<file path="src/sv/lsq_pkg.sv">
// Package for the linear-scan priority queue: sizes, codes and beat types.
`default_nettype none
package lsq_pkg;

  localparam int CAPACITY = 16;
  localparam int SLOT_W   = $clog2(CAPACITY);
  localparam int CNT_W    = $clog2(CAPACITY + 1);
  localparam int KEY_W    = 32;
  localparam int VAL_W    = 32;
  localparam int WORD_W   = KEY_W + VAL_W;

  typedef enum logic [2:0] {
    FN_INSERT   = 3'd0,
    FN_PEEK     = 3'd1,
    FN_EXTRACT  = 3'd2,
    FN_DECREASE = 3'd3,
    FN_DELETE   = 3'd4
  } lsq_func_t;

  typedef enum logic [2:0] {
    ST_OK    = 3'd0,
    ST_EMPTY = 3'd1,
    ST_FULL  = 3'd2,
    ST_BADH  = 3'd3,
    ST_INC   = 3'd4
  } lsq_status_t;

  typedef struct packed {
    logic [2:0]               func;
    logic signed [KEY_W-1:0]  key;
    logic [VAL_W-1:0]         value;
    logic [3:0]               handle;
  } lsq_in_t;

  typedef struct packed {
    logic [2:0]               status;
    logic signed [KEY_W-1:0]  out_key;
    logic [VAL_W-1:0]         out_value;
    logic [3:0]               out_handle;
    logic [4:0]               occupancy;
  } lsq_out_t;

  typedef struct packed {
    logic                     found;
    logic signed [KEY_W-1:0]  key;
    logic [VAL_W-1:0]         value;
    logic [SLOT_W-1:0]        slot;
  } lsq_best_t;

endpackage
`default_nettype wire

</file>
<file path="src/sv/linear_scan_priority_queue.sv">
// Top level: request sequencer, slot valid bits and result register of the queue.
// Usage:
//   Requests enter on in_data, taken at a rising edge with start high and busy low.
//   Each request gives exactly one result beat on out_data, marked by out_valid for
//   one cycle; the receiver cannot stall, so the beat must be taken when shown.
//   Insert, empty or full cases, bad handles and unknown functions: result registered
//   at the accepting edge; busy stays low, so a request may follow every cycle.
//   Decrease and delete: one RAM read at the handle, then S_LOOK loads the result.
//   Peek and extract: the shared comparator walks all CAPACITY slots, one RAM read
//   per cycle, then passes through S_DRAIN and S_REPORT before the result beat;
//   busy stays high until the result register is loaded, so the next request is
//   taken at the earliest while the result beat is shown.
//   Keys and values sit in a single-port-write RAM; valid bits and the entry count
//   are flip-flops. Synchronous reset (rst_n low) empties the queue at once and
//   drops any request in flight; no clearing pass is needed.
`default_nettype none
module linear_scan_priority_queue (
  input  wire logic              clk,
  input  wire logic              rst_n,
  input  wire logic              start,
  output logic                   busy,
  input  wire lsq_pkg::lsq_in_t  in_data,
  output logic                   out_valid,
  output lsq_pkg::lsq_out_t      out_data
);

  localparam int SW = lsq_pkg::SLOT_W;
  localparam int CW = lsq_pkg::CNT_W;

  typedef enum logic [4:0] {
    S_IDLE   = 5'b00001,
    S_SCAN   = 5'b00010,
    S_DRAIN  = 5'b00100,
    S_REPORT = 5'b01000,
    S_LOOK   = 5'b10000
  } state_t;

  state_t                         state_r, state_nxt;
  lsq_pkg::lsq_in_t               req_r, req_nxt;
  logic [SW-1:0]                  rd_idx_r, rd_idx_nxt;
  logic                           pend_r, pend_nxt;
  logic [SW-1:0]                  pend_idx_r, pend_idx_nxt;
  logic [lsq_pkg::CAPACITY-1:0]   valid_r, valid_nxt;
  logic [CW-1:0]                  count_r, count_nxt;
  lsq_pkg::lsq_out_t              out_r, out_nxt;
  logic                           out_valid_r, out_valid_nxt;

  logic                           ram_we;
  logic [SW-1:0]                  ram_waddr;
  logic [lsq_pkg::WORD_W-1:0]     ram_wdata;
  logic [SW-1:0]                  ram_raddr;
  logic [lsq_pkg::WORD_W-1:0]     ram_rdata;
  logic signed [lsq_pkg::KEY_W-1:0] rd_key;
  logic [lsq_pkg::VAL_W-1:0]      rd_value;

  logic                           scan_clr;
  logic                           scan_en;
  lsq_pkg::lsq_best_t             best;

  logic                           accept;
  logic [SW-1:0]                  in_slot;
  logic                           in_handle_ok;
  logic [SW-1:0]                  req_slot;
  logic [SW-1:0]                  free_slot;
  logic                           full;

  function automatic logic [SW-1:0] lowest_free(input logic [lsq_pkg::CAPACITY-1:0] v);
    logic [SW-1:0] idx;
    idx = '0;
    for (int i = lsq_pkg::CAPACITY - 1; i >= 0; i--) begin
      if (!v[i]) begin
        idx = SW'(i);
      end
    end
    return idx;
  endfunction

  assign accept       = start && !busy;
  assign in_slot      = SW'(in_data.handle);
  assign in_handle_ok = (int'(in_data.handle) < lsq_pkg::CAPACITY) && valid_r[in_slot];
  assign req_slot     = SW'(req_r.handle);
  assign free_slot    = lowest_free(valid_r);
  assign full         = &valid_r;
  assign rd_key       = ram_rdata[lsq_pkg::WORD_W-1 -: lsq_pkg::KEY_W];
  assign rd_value     = ram_rdata[lsq_pkg::VAL_W-1:0];
  assign scan_en      = pend_r && valid_r[pend_idx_r];
  assign ram_raddr    = (state_r == S_SCAN) ? rd_idx_r : in_slot;

  lsq_slot_ram #(
    .DEPTH (lsq_pkg::CAPACITY),
    .WIDTH (lsq_pkg::WORD_W)
  ) u_ram (
    .clk   (clk),
    .we    (ram_we),
    .waddr (ram_waddr),
    .wdata (ram_wdata),
    .raddr (ram_raddr),
    .rdata (ram_rdata)
  );

  lsq_scan u_scan (
    .clk        (clk),
    .rst_n      (rst_n),
    .clr        (scan_clr),
    .cmp_en     (scan_en),
    .cand_key   (rd_key),
    .cand_value (rd_value),
    .cand_slot  (pend_idx_r),
    .best       (best)
  );

  always_comb begin
    state_nxt     = state_r;
    req_nxt       = req_r;
    rd_idx_nxt    = rd_idx_r;
    pend_nxt      = 1'b0;
    pend_idx_nxt  = rd_idx_r;
    valid_nxt     = valid_r;
    count_nxt     = count_r;
    out_nxt       = out_r;
    out_valid_nxt = 1'b0;
    ram_we        = 1'b0;
    ram_waddr     = free_slot;
    ram_wdata     = {in_data.key, in_data.value};
    scan_clr      = 1'b0;

    case (state_r)
      S_IDLE: begin
        if (accept) begin
          req_nxt             = in_data;
          out_nxt             = '0;
          out_nxt.status      = lsq_pkg::ST_OK;
          out_nxt.occupancy   = 5'(count_r);
          case (in_data.func)
            lsq_pkg::FN_INSERT: begin
              out_valid_nxt = 1'b1;
              if (full) begin
                out_nxt.status = lsq_pkg::ST_FULL;
              end else begin
                ram_we                = 1'b1;
                valid_nxt[free_slot]  = 1'b1;
                count_nxt             = count_r + CW'(1);
                out_nxt.out_handle    = 4'(free_slot);
                out_nxt.occupancy     = 5'(count_r + CW'(1));
              end
            end
            lsq_pkg::FN_PEEK, lsq_pkg::FN_EXTRACT: begin
              if (count_r == '0) begin
                out_valid_nxt  = 1'b1;
                out_nxt.status = lsq_pkg::ST_EMPTY;
              end else begin
                scan_clr   = 1'b1;
                rd_idx_nxt = '0;
                state_nxt  = S_SCAN;
              end
            end
            lsq_pkg::FN_DECREASE, lsq_pkg::FN_DELETE: begin
              out_nxt.out_handle = in_data.handle;
              if (!in_handle_ok) begin
                out_valid_nxt  = 1'b1;
                out_nxt.status = lsq_pkg::ST_BADH;
              end else begin
                state_nxt = S_LOOK;
              end
            end
            default: begin
              out_valid_nxt = 1'b1;
            end
          endcase
        end
      end
      S_SCAN: begin
        pend_nxt     = 1'b1;
        pend_idx_nxt = rd_idx_r;
        rd_idx_nxt   = rd_idx_r + SW'(1);
        if (rd_idx_r == SW'(lsq_pkg::CAPACITY - 1)) begin
          state_nxt = S_DRAIN;
        end
      end
      S_DRAIN: begin
        state_nxt = S_REPORT;
      end
      S_REPORT: begin
        out_valid_nxt      = 1'b1;
        out_nxt.out_key    = best.key;
        out_nxt.out_value  = best.value;
        out_nxt.out_handle = 4'(best.slot);
        out_nxt.occupancy  = 5'(count_r);
        if (req_r.func == lsq_pkg::FN_EXTRACT) begin
          valid_nxt[best.slot] = 1'b0;
          count_nxt            = count_r - CW'(1);
          out_nxt.occupancy    = 5'(count_r - CW'(1));
        end
        state_nxt = S_IDLE;
      end
      S_LOOK: begin
        out_valid_nxt     = 1'b1;
        out_nxt.out_key   = rd_key;
        out_nxt.out_value = rd_value;
        if (req_r.func == lsq_pkg::FN_DECREASE) begin
          if (req_r.key > rd_key) begin
            out_nxt.status = lsq_pkg::ST_INC;
          end else begin
            ram_we          = 1'b1;
            ram_waddr       = req_slot;
            ram_wdata       = {req_r.key, rd_value};
            out_nxt.out_key = req_r.key;
          end
        end else begin
          valid_nxt[req_slot] = 1'b0;
          count_nxt           = count_r - CW'(1);
          out_nxt.occupancy   = 5'(count_r - CW'(1));
        end
        state_nxt = S_IDLE;
      end
      default: begin
        state_nxt = S_IDLE;
      end
    endcase
  end

  always_ff @(posedge clk) begin
    if (!rst_n) begin
      state_r     <= S_IDLE;
      pend_r      <= 1'b0;
      valid_r     <= '0;
      count_r     <= '0;
      out_valid_r <= 1'b0;
      rd_idx_r    <= '0;
    end else begin
      state_r     <= state_nxt;
      pend_r      <= pend_nxt;
      valid_r     <= valid_nxt;
      count_r     <= count_nxt;
      out_valid_r <= out_valid_nxt;
      rd_idx_r    <= rd_idx_nxt;
    end
  end

  always_ff @(posedge clk) begin
    req_r      <= req_nxt;
    pend_idx_r <= pend_idx_nxt;
    out_r      <= out_nxt;
  end

  assign busy      = (state_r != S_IDLE);
  assign out_valid = out_valid_r;
  assign out_data  = out_r;

  a_count_matches: assert property (@(posedge clk) disable iff (!rst_n)
    count_r == CW'($countones(valid_r)))
    else $error("entry count disagrees with valid bits");

  a_report_beat: assert property (@(posedge clk) disable iff (!rst_n)
    (state_r == S_REPORT || state_r == S_LOOK) |=> (out_valid && !busy))
    else $error("missing result beat");

  a_scan_found: assert property (@(posedge clk) disable iff (!rst_n)
    (state_r == S_REPORT) |-> best.found)
    else $error("scan of nonempty queue found nothing");

endmodule
`default_nettype wire

</file>
<file path="src/sv/lsq_slot_ram.sv">
// Generic single-write, single-read RAM with registered read data.
`default_nettype none
module lsq_slot_ram #(
  parameter int DEPTH = 16,
  parameter int WIDTH = 64
) (
  input  wire logic                     clk,
  input  wire logic                     we,
  input  wire logic [$clog2(DEPTH)-1:0] waddr,
  input  wire logic [WIDTH-1:0]         wdata,
  input  wire logic [$clog2(DEPTH)-1:0] raddr,
  output logic      [WIDTH-1:0]         rdata
);

  logic [WIDTH-1:0] mem [DEPTH];

  always_ff @(posedge clk) begin
    if (we) begin
      mem[waddr] <= wdata;
    end
  end

  always_ff @(posedge clk) begin
    rdata <= mem[raddr];
  end

endmodule
`default_nettype wire

</file>
<file path="src/sv/lsq_scan.sv">
// Minimum-search unit: one signed comparator keeps the running best slot.
`default_nettype none
module lsq_scan (
  input  wire logic                              clk,
  input  wire logic                              rst_n,
  input  wire logic                              clr,
  input  wire logic                              cmp_en,
  input  wire logic signed [lsq_pkg::KEY_W-1:0]  cand_key,
  input  wire logic [lsq_pkg::VAL_W-1:0]         cand_value,
  input  wire logic [lsq_pkg::SLOT_W-1:0]        cand_slot,
  output lsq_pkg::lsq_best_t                     best
);

  logic               found_r, found_nxt;
  lsq_pkg::lsq_best_t data_r, data_nxt;
  logic               take;

  // strict less-than: slots arrive in ascending order, so ties keep the lower slot
  assign take = cmp_en && (!found_r || (cand_key < data_r.key));

  always_comb begin
    found_nxt = found_r;
    data_nxt  = data_r;
    if (clr) begin
      found_nxt = 1'b0;
    end else if (take) begin
      found_nxt      = 1'b1;
      data_nxt.key   = cand_key;
      data_nxt.value = cand_value;
      data_nxt.slot  = cand_slot;
    end
  end

  always_ff @(posedge clk) begin
    if (!rst_n) begin
      found_r <= 1'b0;
    end else begin
      found_r <= found_nxt;
    end
  end

  always_ff @(posedge clk) begin
    data_r <= data_nxt;
  end

  always_comb begin
    best       = data_r;
    best.found = found_r;
  end

  a_clr_empties: assert property (@(posedge clk) disable iff (!rst_n)
    clr |=> !found_r)
    else $error("scan best not cleared");

  a_first_taken: assert property (@(posedge clk) disable iff (!rst_n)
    (cmp_en && !clr && !found_r) |=> (found_r && data_r.slot == $past(cand_slot)))
    else $error("first candidate not taken");

  a_never_worse: assert property (@(posedge clk) disable iff (!rst_n)
    (found_r && !clr) |=> (found_r && data_r.key <= $past(data_r.key)))
    else $error("scan best grew");

endmodule
`default_nettype wire
</file>
<file path="config.mk">
export PLATFORM = sky130hd
export DESIGN_NAME = linear_scan_priority_queue
export DESIGN_NICKNAME = d
export VERILOG_FILES = /design/src/sv/lsq_pkg.sv /design/src/sv/linear_scan_priority_queue.sv /design/src/sv/lsq_slot_ram.sv /design/src/sv/lsq_scan.sv
export SDC_FILE = /design/constraint.sdc
export NUM_CORES = 2
export LEC_CHECK = 0
export ABC_AREA = 0
export BUFFER_PORTS_ARGS = -buffer_cell sky130_fd_sc_hd__buf_2
export CAP_MARGIN = 25
export CORE_MARGIN = 10
export CORE_UTILIZATION = 45
export DETAILED_ROUTE_END_ITERATION = 12
export PLACE_DENSITY_LB_ADDON = 0.2
export SLEW_MARGIN = 10
export SYNTH_ARGS = -nofsm -noshare
export SYNTH_HDL_FRONTEND = slang
export SYNTH_HIERARCHICAL = 1
export SYNTH_SLANG_ARGS = --single-unit
</file>
<file path="constraint.sdc">
create_clock -name clk -period 13.05 [get_ports clk]
set_input_delay 1.305 -clock clk [delete_from_list [all_inputs] [get_ports clk]]
set_output_delay 1.305 -clock clk [all_outputs]
set_load 0.1 [all_outputs]
</file>
==> flow_summary.toml <==
[min_path]
hold-path-endpoint = "pend_idx_r[3]"
timing.hold.worst.class = "register to register"
worstHoldPathCells = 0
holdCritStartpoint = "pend_idx_nxt[3]"

[route]
vias = 26160
drc_violation_total_after_the_first_tritonroute_iteration = 2228
drt_pre_antenna_iters = 5
wl_per_cell_um = 27.20
remaining_drc_errors = 0
route.detailed.vias_per_inst = 5.853
antenna_left = 0
wirelength_mm = 121.6

[floorplanning]
number_of_rows_in_the_core_area = 123
die_h_um = 357.6
floorplan.initialDensity_pct = 45.45
coreArea_um2 = 112800
die-area_um2 = 127800
floorplan.io_pins = 152
die_width_um = 357.6

[worst_setup_path]
timing.critical_path.fanout_max = 40
timing.reg2reg.setup_slack_ns = 6.66
timing.critical_path.slowest_stage_cell = "nor2_4"
crit_type = "register to register"
critical_path.reg2reg.endpoint = "u_ram/mem[2][47]"
cp-start-kind = "register"
cpPeakStageDelay_ns = 0.78
critical_path.endpoint_type = "register"
worstPathCellList = "ha_1, nand4_1, nor4_2, nand3_1, a21oi_1, nor4_2, xnor2_1, o21ai_4, buf_4, mux2_2, or3b_2, nor2_4, buf_4"
crit_required_ns = 13.41
r2r-start = "req_r[67]"
r2r.worst_path.cells = 13
crit_arrival_ns = 6.75
critical_path.startpoint = "req_r[67]"

[yosys]
yosysWarningCount = 6
syn-cell-area_um2 = 51270
syn_area_per_cell_um2 = 19.43
mappedNetlistNets = 2780
synthesis.instances = 2639

[timing]
headroom_to_the_max_slew_limit_pct = 29.60
worst-slew-pin-transition_ns = 1.054
setup-tns-final_ns = 0
timing_max_transition_violations_final = 0
finalSetupViolCount = 0
timing.final.hold_violations = 0
grt_setup_unrepaired = "no"
timing.clock.skew_ns = 0.03017
maxClockFrequency_mhz = 156.5
final.period_utilization_pct = 48.95
post-route-min-period_ns = 6.388

[job]
drv.max_cap_violation_count = 0

[cts]
cts.repair.resized = 0
numClockSinks = 1308
clock_tree_from_tritoncts = "yes"
tritoncts.num_buffers = 139
htree_num_levels = 4
clkLatencyLatePin_ns = 0.74
cts-root-buf = "clkbuf_16"
cts-root-to-sink-buffers = 3
cts-hold-fix-buffers = 0
clk_pin_slew_ns = 0.06
post-cts-setup-buffer-count = 0

[layout]
area_growth_pct = 14.38
fin_nets = 2998
final_layout_size_suffix_gt1_share_pct = 26.61

[global_route]
grt_start_max_net_pins = 138
globalRouteTotalUtil_pct = 19.00
number_of_antenna_violations_at_the_first_check_in_global_routing = 1
grt_remaining_overflow = 0
grt_pass1_vias = 27400
grt_first_pass_wirelength_mm = 181.0

[power_and_ir_drop]
worst_ir_drop_vdd_v = 0.0001386
leakage_nw = 19.55
cellPowerDensity_nw_per_um2 = 153.6
power_w = 0.009010

[run_status]
outcome = "finished, final reports clean"

[placement]
place.port_buffers = 151
gp_routability_congestion = 0.8216
dp.final_hpwl_mm = 71.74
critical path: cells and delay by family (launching register included):
kind | cells | cell delay [ns]
multiplexers | 1 | 0.45
AO/OA/AOI/OAI | 2 | 0.69
flip-flops | 1 | 0.47
adder cells (fa/ha/maj) | 1 | 0.42
AND/OR/NAND/NOR | 6 | 2.46
buffers and inverters | 2 | 1.17
XOR/XNOR | 1 | 0.25
cell type report:
type / count / area, um2
flip-flops and latches: 1308 / 38270
fillers: 8824 / 54160
well taps: 1500 / 1877
inverters: 72 / 270.3
clock inverters: 69 / 699.4
repair buffers: 207 / 1401
clock buffers: 184 / 3852
multi-input cells: 1129 / 12280
diodes: 1 / 2.502
layout by cell type (no fill, tap or decap), types with 18 or more instances in the layout:
| cell | count |
|---|---|
| inv_1 | 71 |
| and2_1 | 35 |
| mux4_2 | 266 |
| a22o_1 | 32 |
| buf_2 | 151 |
| a21oi_1 | 49 |
| clkinv_2 | 24 |
| dfxtp_1 | 101 |
| nor2_1 | 64 |
| nand3_1 | 21 |
| a22oi_1 | 130 |
| clkbuf_16 | 143 |
| nand2_1 | 133 |
| buf_4 | 44 |
| clkinv_1 | 19 |
| o21ai_0 | 36 |
| clkbuf_1 | 29 |
| edfxtp_1 | 1207 |
| nor3_1 | 18 |
| mux2_2 | 59 |
| ha_1 | 67 |
| a221o_1 | 32 |
state kept, by name (all words and copies together), names as in the netlist, 5 cells and up:
signal	flops
count_r	5
out_data	76
req_r	35
state_r	5
u_ram/mem	1024
u_ram/rdata	64
u_scan/best	68
valid_r	16
worst max-delay path by stage:
stage	slack (ns)	cells past startpoint	endpoint
3_3_place_gp	6.71	11	u_ram/mem[9][42]
3_5_place_dp	6.55	13	u_ram/mem[3][21]
6_report	6.66	13	u_ram/mem[2][47]
4_1_cts	6.56	13	u_ram/mem[3][17]
2_1_floorplan	3.08	6	u_scan/best[0]
5_1_grt	6.40	13	u_ram/mem[2][17]
where the power goes:
group          switching, W  leakage, nW  total (W)  internal (W)
sequential        0.0000362         11.8    0.00466       0.00463
combinational      0.000325         5.50   0.000479      0.000153
clock               0.00160         2.23    0.00387       0.00227
total               0.00196         19.6    0.00901       0.00705
per-layer routing:
metal	GRT usage, %	wire length, um
met2	29.59	56530
met1	26.96	53980
met5	0	0
met4	5.895	3102
met3	3.811	7959
through the flow:
stage               instance area, um2  instances  hold WS (ns)  worst slack (ns)  util [%]
finish                           58650       4470        0.4106             6.662     51.99
global route                     58640       4469        0.4185             6.402     51.99
CTS                              58510       4464        0.4120             6.558     51.86
detailed placement               53950       4211        0.4042             6.554     47.83
global placement                 53790       4205        0.3963             6.708     47.68
floorplan                        51270       2639        0.3753             3.083         -
No activity file was read; power rests on OpenSTA's default activity.
